## src/rtl/lcahl_pkg.sv

```systemverilog
// Shared types and constants for the heavy-light lowest-common-ancestor engine.
// No dependencies; every other file imports this package.
package lcahl_pkg;

    localparam int MAX_NODES_DEF      = 1024;
    localparam int MAX_EDGE_SLOTS_DEF = 2048;
    localparam int ROOT_NODE          = 1;

    localparam int OP_W   = 2;
    localparam int NODE_W = 11;
    localparam int STAT_W = 2;

    typedef enum logic [OP_W-1:0] {
        OP_ADD   = 2'd0,
        OP_BUILD = 2'd1,
        OP_QUERY = 2'd2
    } op_t;

    typedef enum logic [STAT_W-1:0] {
        ST_OK      = 2'd0,
        ST_FULL    = 2'd1,
        ST_RANGE   = 2'd2,
        ST_UNBUILT = 2'd3
    } stat_t;

    typedef enum logic [5:0] {
        S_CLR_HEAD, S_IDLE,
        S_ADD0, S_ADD1, S_ADD2, S_ADD3,
        S_BCLR, S_BINIT, S_BHEAD,
        S_WTOP, S_WEDGE, S_WCHK, S_WPUSH,
        S_POP1, S_POP2, S_POP3,
        S_CH0, S_CH1, S_CH2, S_CH3,
        S_Q0, S_Q1, S_Q2,
        S_QT0, S_QT1, S_QT2, S_QD1, S_QD2, S_QP, S_QE1, S_QE2,
        S_DONE
    } state_t;

endpackage

```

## src/rtl/lcahl_alu.sv

```systemverilog
// Shared add and compare unit used by the walk and query sequencer.
// Depends on lcahl_pkg for MAX_NODES_DEF, which sets the default width.
module lcahl_alu import lcahl_pkg::*; #(
    parameter int W = $clog2(MAX_NODES_DEF + 1)
) (
    input  logic [W-1:0] a,
    input  logic [W-1:0] b,
    output logic [W-1:0] sum,
    output logic         lt
);
    // Sizes never exceed the node count, so the sum fits in W bits.
    assign sum = a + b;
    assign lt  = (a < b);
endmodule

```

## config.mk

```make
export PLATFORM = sky130hd
export DESIGN_NAME = lcahl_alu
export DESIGN_NICKNAME = d
export VERILOG_FILES = /design/src/rtl/lcahl_pkg.sv /design/src/rtl/lcahl_alu.sv
export SDC_FILE = /design/constraint.sdc
export NUM_CORES = 1
export LEC_CHECK = 0
export ABC_AREA = 1
export BUFFER_PORTS_ARGS = -buffer_cell sky130_fd_sc_hd__buf_2
export CORE_MARGIN = 2
export CORE_UTILIZATION = 55
export DETAILED_ROUTE_END_ITERATION = 8
export PLACE_DENSITY = 0.91
export SLEW_MARGIN = 40
export SYNTH_ARGS = -nofsm -noshare
export SYNTH_HDL_FRONTEND = slang
export SYNTH_SLANG_ARGS = --single-unit
```

## constraint.sdc

```tcl
create_clock -name vclk -period 3.05
set_clock_uncertainty 0.05 [all_clocks]
set_input_delay 0.61 -clock vclk [all_inputs]
set_output_delay 0.61 -clock vclk [all_outputs]
set_load 0.02 [all_outputs]
```

==> impl_metrics.toml <==
[flow_run]
drv_cap = 0

[drt]
final_antenna_net_count = 0
route.detailed.drc = 0
drt_iter0_markers = 16
drt-pass1-iter-count = 4
routedWlPerCell_um = 9.625
wl_mm = 1.771
route.vias.total = 927
viasPerCell = 5.038

[floorplan]
die-area_um2 = 1742
rows = 13
die_w_um = 41.74
initial_core_util_pct = 59.45
die_y_um = 41.74
core_area_um2 = 1318
num_io_pins = 34

[placed_design]
dpl.hpwl_mm = 1.597
dp_cells = 184
io_buffers = 34
gp_congestion = 0.8229
post-place-ws_ps = 351.5

[timing]
final-hold-violation-count = 0
tightest_slew_ps = 280.8
fin_hold_ws_ps = 1558
fmax_mhz = 369.4
finalSetupTns_ps = 0
fin_crit_ps = 2707
rsz0062_at_grt = "false"
setup_viol_count_final = 0
relSlewSlack_pct = 81.21
slew_violations = 0
fin_ws_ps = 343.2
fin_crit_sh_pct = 88.75

[cts]
postCtsHoldBufs = 0
cts_resized = 0
postCtsSetupBuffers = 0

[global_route]
first_global_vias = 819
antenna_found_initial = 0
grt_pass1_wl_mm = 2.987
grtUsageTotal_pct = 19.93
gr-total-overflow = 0
grt_max_degree = 8

[layout]
syn2layout_area_growth_pct = 24.12
seq_cells = 0
clock_buffers = 0
nets = 215
regArea_um2 = 0
filler_cell_count = 128
drive_gt1_share_pct = 21.89
instances_no_fill = 184
num_antenna_cells = 0

[synthesis]
synth.net_count = 179
synth_compound_area_share_pct = 11.66
synth_cells = 135
yosysWarnings = 0
synth_adder_area_share_pct = 36.10
synth_xor_xnor_area_share_pct = 5.591
syn-cell-area_um2 = 783.3
synth_mux_area_share_pct = 0
ys_seq_area_share_pct = 0
synth_top_family_by_area = "adder cells"
syn_avg_cell_area_um2 = 5.802
synth.distinct_cells = 16
yosys.area_share.simple_pct = 30.83

[run_status]
status = "complete, no violations"

[worst_setup_path]
cp-start-kind = "primary input"
path_class = "in2out"
cp.arrival_ps = 2050
crit_path_start = "b[0]"
endpoint_kind = "output port"
worst-path-max-fanout = 3
required_ps = 2390

[pwr]
ir_drop_mv = 0.1257
p_per_area_nw_per_um2 = 209.2
p_leak_uw = 0.0006508

[worst_hold_path]
hp-class = "in2out"
holdCritStartpoint = "b[0]"
==> path summary, 6_finish.rpt <==
| kind | cells past startpoint | slack (ps) | to |
|---|---|---|---|
| max | 11 | 340 | sum[6] |
| min | 4 | 1560 | sum[0] |
==> cell usage in the layout (no fill, tap or decap) <==
cell type	netlist	final
a21oi_1	8	8
a21oi_2	1	1
buf_2	0	34
fa_1	1	1
ha_1	21	21
inv_1	32	32
inv_2	1	1
nand2_1	37	37
nand3_1	7	7
nand4_1	1	1
nor2_1	11	11
nor3_1	2	2
nor3_2	1	1
o21ai_0	3	3
o21ai_1	1	1
o21bai_1	3	3
xor2_1	5	5
==> logic make-up (layout without fill, tap and decap cells) <==
logic type	Yosys count	after routing
simple gates	59	59
compound gates	16	16
buf+inv	33	67
fa+ha+maj	22	22
xor+xnor	5	5
==> through the flow <==
step,utilization (%),total power [µW],area [µm²]
final,73.79,203.4,972.2
after global routing,73.79,225.2,972.2
after global placement,73.79,196.1,972.2
after CTS,73.79,203.4,972.2
after detailed placement,73.79,202.1,972.2
after floorplan,-,138.9,783.3
==> area by class of cell <==
class / instances / area, µm² / share of cell area [%]
multi-input cells: 102 / 659.4 / 67.82
repair buffers: 34 / 170.2 / 17.50
inverters: 33 / 123.9 / 12.74
well taps: 15 / 18.77 / 1.931
==> layer usage <==
metal / GRT usage, % / part of all wire (%)
met5: 0 / 0
met4: 0 / 0
met3: 0.4348 / 2.5
met2: 43.75 / 54
met1: 21.34 / 43
==> synthesized netlist by cell type, drive strengths merged <==
cell,number,area (µm²)
inv,33,123.9
ha,21,262.8
a21oi,9,48.80
nand4,1,6.260
nand3,7,35.03
o21bai,3,22.52
o21ai,4,20.01
nor3,3,20.02
fa,1,20.02
xor2,5,43.79
nand2,37,138.9
nor2,11,41.29
==> critical path, stage by stage <==
cell and delay [ps]:
buf_2 90, ha_1 160, inv_1 60, fa_1 390, inv_1 90, nand2_1 50
nand3_1 130, nand2_1 70, nand2_1 80, xor2_1 150, buf_2 180
==> power by group <==
| part | switching [µW] | internal [µW] | leakage (µW) |
|---|---|---|---|
| clock | 0 | 0 | 0 |
| combinational | 128 | 75.2 | 0.000651 |
| sequential | 0 | 0 | 0 |
No activity file was read; power rests on OpenSTA's default activity.
